--- src/design/colray_pkg.sv ---
`timescale 1ns / 1ps
`default_nettype none
// ----------------------------------------------------------------------------
// colray_pkg
// shared constants, register indexes and types of the column raycaster
// ----------------------------------------------------------------------------
package colray_pkg;

  // geometry
  localparam int SCREEN_COLUMNS = 128;
  localparam int MAP_SIDE       = 16;
  localparam int MAX_DEPTH      = 16;
  localparam int FOV_ANGLE      = 8192;
  localparam int MARCH_STEP     = 410;
  localparam int QUARTER        = 16384;
  localparam int DEPTH_Q12      = MAX_DEPTH * 4096;

  // field widths
  localparam int COLUMN_W   = 7;
  localparam int DIST_W     = 17;
  localparam int CEIL_W     = 8;
  localparam int FLOOR_W    = 9;
  localparam int SHADE_W    = 3;
  localparam int CFG_IDX_W  = 3;
  localparam int CFG_DATA_W = 64;

  // divider sizes
  localparam int NUM_W = 24;
  localparam int DEN_W = 18;

  // configuration register indexes
  localparam logic [CFG_IDX_W-1:0] REG_PLAYER_X  = 3'd0;
  localparam logic [CFG_IDX_W-1:0] REG_PLAYER_Y  = 3'd1;
  localparam logic [CFG_IDX_W-1:0] REG_HEADING   = 3'd2;
  localparam logic [CFG_IDX_W-1:0] REG_ROWS      = 3'd3;
  localparam logic [CFG_IDX_W-1:0] REG_WALL_A    = 3'd4;
  localparam logic [CFG_IDX_W-1:0] REG_WALL_B    = 3'd5;
  localparam logic [CFG_IDX_W-1:0] REG_WALL_C    = 3'd6;
  localparam logic [CFG_IDX_W-1:0] REG_WALL_D    = 3'd7;

  // shade codes
  localparam logic [SHADE_W-1:0] SHADE_FULL   = 3'd0;
  localparam logic [SHADE_W-1:0] SHADE_DARK   = 3'd1;
  localparam logic [SHADE_W-1:0] SHADE_MEDIUM = 3'd2;
  localparam logic [SHADE_W-1:0] SHADE_LIGHT  = 3'd3;
  localparam logic [SHADE_W-1:0] SHADE_BLANK  = 3'd4;

  typedef enum logic [2:0] {
    ST_IDLE,
    ST_SINE,
    ST_MARCH,
    ST_CORNER,
    ST_CEIL_PREP,
    ST_DIV,
    ST_DONE
  } colray_state_t;

endpackage
`default_nettype wire

--- src/design/colray_div.sv ---
`timescale 1ns / 1ps
`default_nettype none
// ----------------------------------------------------------------------------
// colray_div
// restoring unsigned divider, one quotient bit per cycle
// ----------------------------------------------------------------------------
module colray_div (
  input  wire logic                         clk,
  input  wire logic                         rst_n,
  input  wire logic                         start,
  input  wire logic [colray_pkg::NUM_W-1:0] num,
  input  wire logic [colray_pkg::DEN_W-1:0] den,
  output logic                              done,
  output logic [colray_pkg::NUM_W-1:0]      quot
);
  import colray_pkg::*;

  localparam int CNT_W = $clog2(NUM_W);

  logic             busy_r, busy_nxt;
  logic             done_r, done_nxt;
  logic [CNT_W-1:0] cnt_r, cnt_nxt;
  logic [DEN_W:0]   rem_r, rem_nxt;
  logic [NUM_W-1:0] quo_r, quo_nxt;
  logic [DEN_W-1:0] den_r, den_nxt;
  logic [DEN_W:0]   rem_sh;

  always_comb begin
    busy_nxt = busy_r;
    done_nxt = 1'b0;
    cnt_nxt  = cnt_r;
    rem_nxt  = rem_r;
    quo_nxt  = quo_r;
    den_nxt  = den_r;
    rem_sh   = {rem_r[DEN_W-1:0], quo_r[NUM_W-1]};
    if (start) begin
      busy_nxt = 1'b1;
      cnt_nxt  = '0;
      rem_nxt  = '0;
      quo_nxt  = num;
      den_nxt  = den;
    end else if (busy_r) begin
      // shift in next numerator bit, subtract when it fits
      if (rem_sh >= {1'b0, den_r}) begin
        rem_nxt = rem_sh - {1'b0, den_r};
        quo_nxt = {quo_r[NUM_W-2:0], 1'b1};
      end else begin
        rem_nxt = rem_sh;
        quo_nxt = {quo_r[NUM_W-2:0], 1'b0};
      end
      cnt_nxt = cnt_r + 1'b1;
      if (cnt_r == CNT_W'(NUM_W - 1)) begin
        busy_nxt = 1'b0;
        done_nxt = 1'b1;
      end
    end
  end

  always_ff @(posedge clk) begin
    if (!rst_n) begin
      busy_r <= 1'b0;
      done_r <= 1'b0;
      cnt_r  <= '0;
    end else begin
      busy_r <= busy_nxt;
      done_r <= done_nxt;
      cnt_r  <= cnt_nxt;
    end
  end

  always_ff @(posedge clk) begin
    rem_r <= rem_nxt;
    quo_r <= quo_nxt;
    den_r <= den_nxt;
  end

  assign done = done_r;
  assign quot = quo_r;

endmodule
`default_nettype wire

--- config.mk ---
export PLATFORM = sky130hd
export DESIGN_NAME = colray_div
export DESIGN_NICKNAME = d
export VERILOG_FILES = /design/src/design/colray_pkg.sv /design/src/design/colray_div.sv
export SDC_FILE = /design/constraint.sdc
export NUM_CORES = 1
export LEC_CHECK = 0
export BUFFER_PORTS_ARGS = -buffer_cell sky130_fd_sc_hd__buf_2
export CORE_ASPECT_RATIO = 0.5
export CORE_MARGIN = 3
export CORE_UTILIZATION = 60
export DETAILED_ROUTE_END_ITERATION = 16
export PLACE_DENSITY = 0.85
export SYNTH_ARGS = -nofsm -noshare
export SYNTH_HDL_FRONTEND = slang
export SYNTH_SLANG_ARGS = --single-unit
export TNS_END_PERCENT = 30
--- constraint.sdc ---
create_clock -name clk -period 3.6 [get_ports clk]
set_input_delay 0.54 -clock clk [delete_from_list [all_inputs] [get_ports clk]]
set_output_delay 0.54 -clock clk [all_outputs]
set_load 0.01 [all_outputs]
* Yosys cells after proc, flatten, opt, wreduce, memory -nomap -nowiden
Index checks and enable logic that the tools add are counted.
** Operators by class
- Add/sub/neg operators :: 2
- Magnitude comparators :: 1
- Bitwise operators :: 2
- Multiplexer cells :: 8
- Reductions and logical operators :: 3
- Equal/unequal tests :: 1
** Operator list (number)
- $mux 24 :: 2
- $ge 19x18->1 :: 1
- $mux 18 :: 1
- $sub 18x18->18 :: 1
- $add 5x1->5 const B :: 1
- $eq 5x5->1 const B :: 1
- $mux 1 :: 5
- $reduce_or 3->1 :: 1
- $not 1->1 :: 2
- $reduce_bool 2->1 :: 1
- $reduce_or 2->1 :: 1
** Storage, ports and cells
- Bits of input ports :: 45
- Output and inout port bits :: 25
- Register bits after elaboration :: 67
- Word-level logic and storage cells :: 23

* Longest topological paths before layout
- Depth in word-level cells :: 4
- Depth in mapped cells :: 12

* Least setup slack after synthesis
OpenSTA, ideal clock, no wires.
- Path type :: register -> register
- From :: register quo_r[23] (netlist: quot[23])
- To :: register rem_r[14]
- Setup time :: 0.122 ns
- Cell stages (with the launch flop) :: 12
- Arrival :: 2.415 ns
- Path slack :: 1.063 ns
- Path buffers :: 0
- Required time :: 3.478 ns
- Cell sequence :: edfxtp_1 inv_1 ha_1 inv_1 fa_1 a211oi_1 o211ai_1 a21boi_0 o221ai_1 xnor2_1 a211oi_1 a311o_1
** On the way
- Cells in the longest elaborated chain, start to end :: 2
** Ends and longest elaborated chain
- from (decl) :: RTL line colray_div.sv:24 : logic [NUM_W-1:0] quo_r, quo_nxt;
- from (signal assigned) :: RTL line colray_div.sv:73 : quo_r <= quo_nxt;
- $sub 18x18->18 / $ge 19x18->1 (equally long branches) :: RTL line colray_div.sv:45, colray_div.sv:44
- $mux 18 * :: RTL line colray_div.sv:44 : if (rem_sh >= {1'b0, den_r}) begin
- to (signal assigned) :: RTL line colray_div.sv:72 : rem_r <= rem_nxt;
- to (decl) :: RTL line colray_div.sv:23 : logic [DEN_W:0] rem_r, rem_nxt;
Mark *: on every way between the ends. The rest lies on a longest branch, timed or not.
A chain may end at the register's enable or synchronous reset.

* Worst setup path in the final report
Ends and elaborated chain as after synthesis.

==> parameters.txt <==
Parameter                              Value

Clocking
  Clock latency reported for the late side of the worst-skew pair    340 ps
  Clock tree from TritonCTS    done
  Buffer depth of the longest clock path    2
  Sinks on Clock Net    67
  Count of cells resized by post-cts repair    0
  Post-CTS setup buffer count    0
  Reg clk slew, reported paths    60 ps
  Number of buffers inserted by hold repair at cts    0
  CTS Buf Count    9
  H-Tree Depth    3
  Clock root buffer    clkbuf_16

Setup path
  CP Class    reg -> reg
  Reg2Reg Capture Point    rem_r[14]$_SDFFE_PP0P_
  Ordered cell list for the critical path    inv_1, ha_1, inv_1, fa_1, a211oi_1, o211ai_1, a21boi_0, o221ai_1, xnor2_1, a211oi_1, a311o_1
  Slowest cell on crit path    a21boi_0
  Critical path's largest stage delay    500 ps
  Arrival time worst endpoint    3150 ps
  Setup crit end kind    flop
  Source of the worst register-to-register timing path    quot[23]$_DFFE_PP_
  Register-to-register path setup slack    680 ps
  Highest fanout seen on the critical path    3
  R2R cell count    11
  Required time of the critical path    3830 ps
  Crit path launch type    flop

Layout
  Diodes inserted    0
  Storage element area    0.00176 sq mm
  Layout cells sized above 1    0.281
  Count of nets after finishing    477
  Final standard cell count with taps included and fillers excluded    490
  Area Overhead vs Synth    19.5%
  Footprint of the multi-input gates    0.00177 sq mm
  Fill cell count    377

Synthesis
  Area of the mapped netlist    0.00370 sq mm
  Cell accounting for the most synthesized area    edfxtp_1
  Area fraction in and, or, nand and nor cells after synthesis    0.118
  Leading register cell type out of synthesis    edfxtp_1
  Multiplexer share of the synthesized area    0.0727
  Syn Inst Count    344
  Share of synthesized registers carrying an async set or reset    0
  Number of flops mapped to enable cells by yosys    42
  Post-synthesis share of cell area spent on xor and xnor gates    0.0402
  Compound-gate portion of the synthesized area    0.177
  Warnings, synthesis    0
  Part of the Yosys area used for sequential elements    0.476
  Synth Register Bits    67
  Synthesized-area fraction occupied by adder cells    0.0696
  Cell types with the largest area share after synthesis    edfxtp_1 (34%), dfxtp_1 (14%), mux2_2 (7.0%)
  Largest family of logic cells by synthesized area    compound AO/OA/AOI/OAI gates
  Most repeated cell in the gate-level netlist after synthesis    edfxtp_1
  Synth cell types    52
  Post-synth top cells    edfxtp_1 (42), a21oi_1 (29), inv_1 (26)
  Area share of the largest cell type after synthesis    0.341
  Synthesized area divided by synthesized cell count    10.8 sq um
  Syn Nets    409

Status
  Run status    finished clean

STA
  Setup repair after global routing missed its margin    no
  Final worst setup slack    683 ps
  Worst hold slack    373 ps
  Maximum frequency from static timing analysis    343 MHz
  Worst-case headroom to the max-slew limit    0.359
  Slew at the pin with the worst max-slew slack    960 ps
  Final count of negative-setup-slack endpoints    0
  Count of final hold-check violations    0
  Layout Skew    8.30 ps
  Period utilisation layout    0.810
  Minimum clock period after layout    2920 ps
  Number of max-slew violations in the final report    0
  Setup tns final    0 ps

Die
  Floorplan Core Area    0.00571 sq mm
  Num ports    70
  Starting Density    0.649
  Site row count    19
  Die Wd    117 um
  Floorplan die area    0.00720 sq mm
  Die height    61.5 um

GRT
  Pin count of the biggest net entering global routing    38
  Via count of the first global-routing pass    3047
  GRT Overall Usage    0.273
  GR Overflow Total    0
  Wire length of the first global-routing pass    14.5 mm
  Initial antenna violation count    0

Hold path
  Hold path startpoint    den[13]
  Hold Crit Endpoint    den_r[13]$_DFFE_PP_
  Hold Crit Class    in -> reg
  Hold Crit Depth    1

Pwr
  Static Leakage    0.00182 uW
  Total power draw    2170 uW
  Power Dens Cells    492 mW/mm^2
  Maximum vdd drop    0.000469 V

Routing
  DRC Markers    0
  Vias per Instance    6.19
  Post-detailed-route count of antenna-violating nets    0
  Post-detailed-route wirelength per cell    18.5 um
  Iter 0 DRT Violations    194
  Vias after detailed routing    3034
  Detailed-router iteration count before antenna repair    5
  Routed wire length    9.08 mm

Place
  Placed Instances    474
  Global placer's final weighted congestion    0.934
  Setup Slack @ Placement    769 ps
  Port buffer count    69
  Hpwl dp    6.19 mm

Run
  # Max-Cap Violations    0
[sequential cells by signal, summed over array words and instances, names as in the netlist]
register and cells:
cnt_r 5, rem_r 18, den_r 18, busy_r 1, done 1, quot 24
[worst max-delay path, delay by kind of cell, from the launching register on]
kind	cells	cell delay, ps
buf+inv	2	120
fa+ha+maj	2	560
compound gates	6	1530
xor+xnor	1	180
flops	1	400
[cells by family after synthesis]
| family | Yosys count |
|---|---|
| AOI/OAI and AO/OA | 87 |
| and+or+nand+nor | 87 |
| DFF | 67 |
| buffers and inverters | 42 |
| muxes | 24 |
| adders and majority gates | 20 |
| xor gates and xnor gates | 17 |
[how the worst max path moves through the flow]
stage / slack (ps) / cells past startpoint / start / endpoint
after detailed placement: 770 / 11 / quot[23]$_DFFE_PP_ / rem_r[14]$_SDFFE_PP0P_
after global placement: 830 / 11 / quot[23]$_DFFE_PP_ / rem_r[14]$_SDFFE_PP0P_
after global routing: 530 / 11 / quot[23]$_DFFE_PP_ / rem_r[14]$_SDFFE_PP0P_
after floorplan: 1060 / 11 / quot[23]$_DFFE_PP_ / rem_r[14]$_SDFFE_PP0P_
final: 680 / 11 / quot[23]$_DFFE_PP_ / rem_r[14]$_SDFFE_PP0P_
after CTS: 760 / 11 / quot[23]$_DFFE_PP_ / rem_r[14]$_SDFFE_PP0P_
[routing by layer]
metal,wire [um],up-vias,global-route usage,part of all wire
met5,0,-,0,0
met4,149,0,0.106,0.016
met3,759,20,0.104,0.084
met2,4350,127,0.466,0.48
met1,3820,1455,0.321,0.42
li1,-,1432,-,-
[per-stage QoR]
step | cell area, sq um | util
after global placement | 4090 | 0.718
after global routing | 4420 | 0.775
final | 4420 | 0.775
after CTS | 4420 | 0.775
after detailed placement | 4090 | 0.718
after floorplan | 3700 | -
[cell usage in the layout, fill, tap and decap left out, types with 3 or more instances in the layout]
master / Yosys / layout
nand3_1: 5 / 5
xnor2_1: 10 / 10
a21o_1: 4 / 4
nand2_1: 25 / 25
o21ai_0: 7 / 7
a211oi_1: 7 / 7
a311o_1: 7 / 7
nor2b_1: 3 / 3
mux2_2: 23 / 23
dfxtp_1: 25 / 25
and2_1: 9 / 9
o31ai_1: 6 / 6
xor2_1: 7 / 7
a311oi_1: 4 / 4
inv_1: 26 / 26
buf_2: 5 / 69
edfxtp_1: 42 / 42
nor3_1: 10 / 10
clkbuf_16: 0 / 9
buf_4: 0 / 4
a21oi_1: 29 / 29
ha_1: 19 / 19
inv_6: 0 / 5
nand4_1: 7 / 7
nor2_1: 13 / 13
and3_1: 3 / 3
nand2b_1: 5 / 5
[final cells by class]
class                      count  share of cell area
multi-input combinational    235               0.400
sequential                    67               0.398
timing repair buffer          73              0.0849
clock buffer                   9              0.0509
clock inverter                 7              0.0235
inverter                      26              0.0221
tap                           73              0.0207
[report_power, final]
part | leakage (uW) | switching [uW] | internal (uW)
combinational | 0.00104 | 165 | 123
clock | 0.000162 | 363 | 619
sequential | 0.000621 | 26.1 | 878
total | 0.00182 | 554 | 1620
Note: power is estimated with default switching activity, not from simulation.
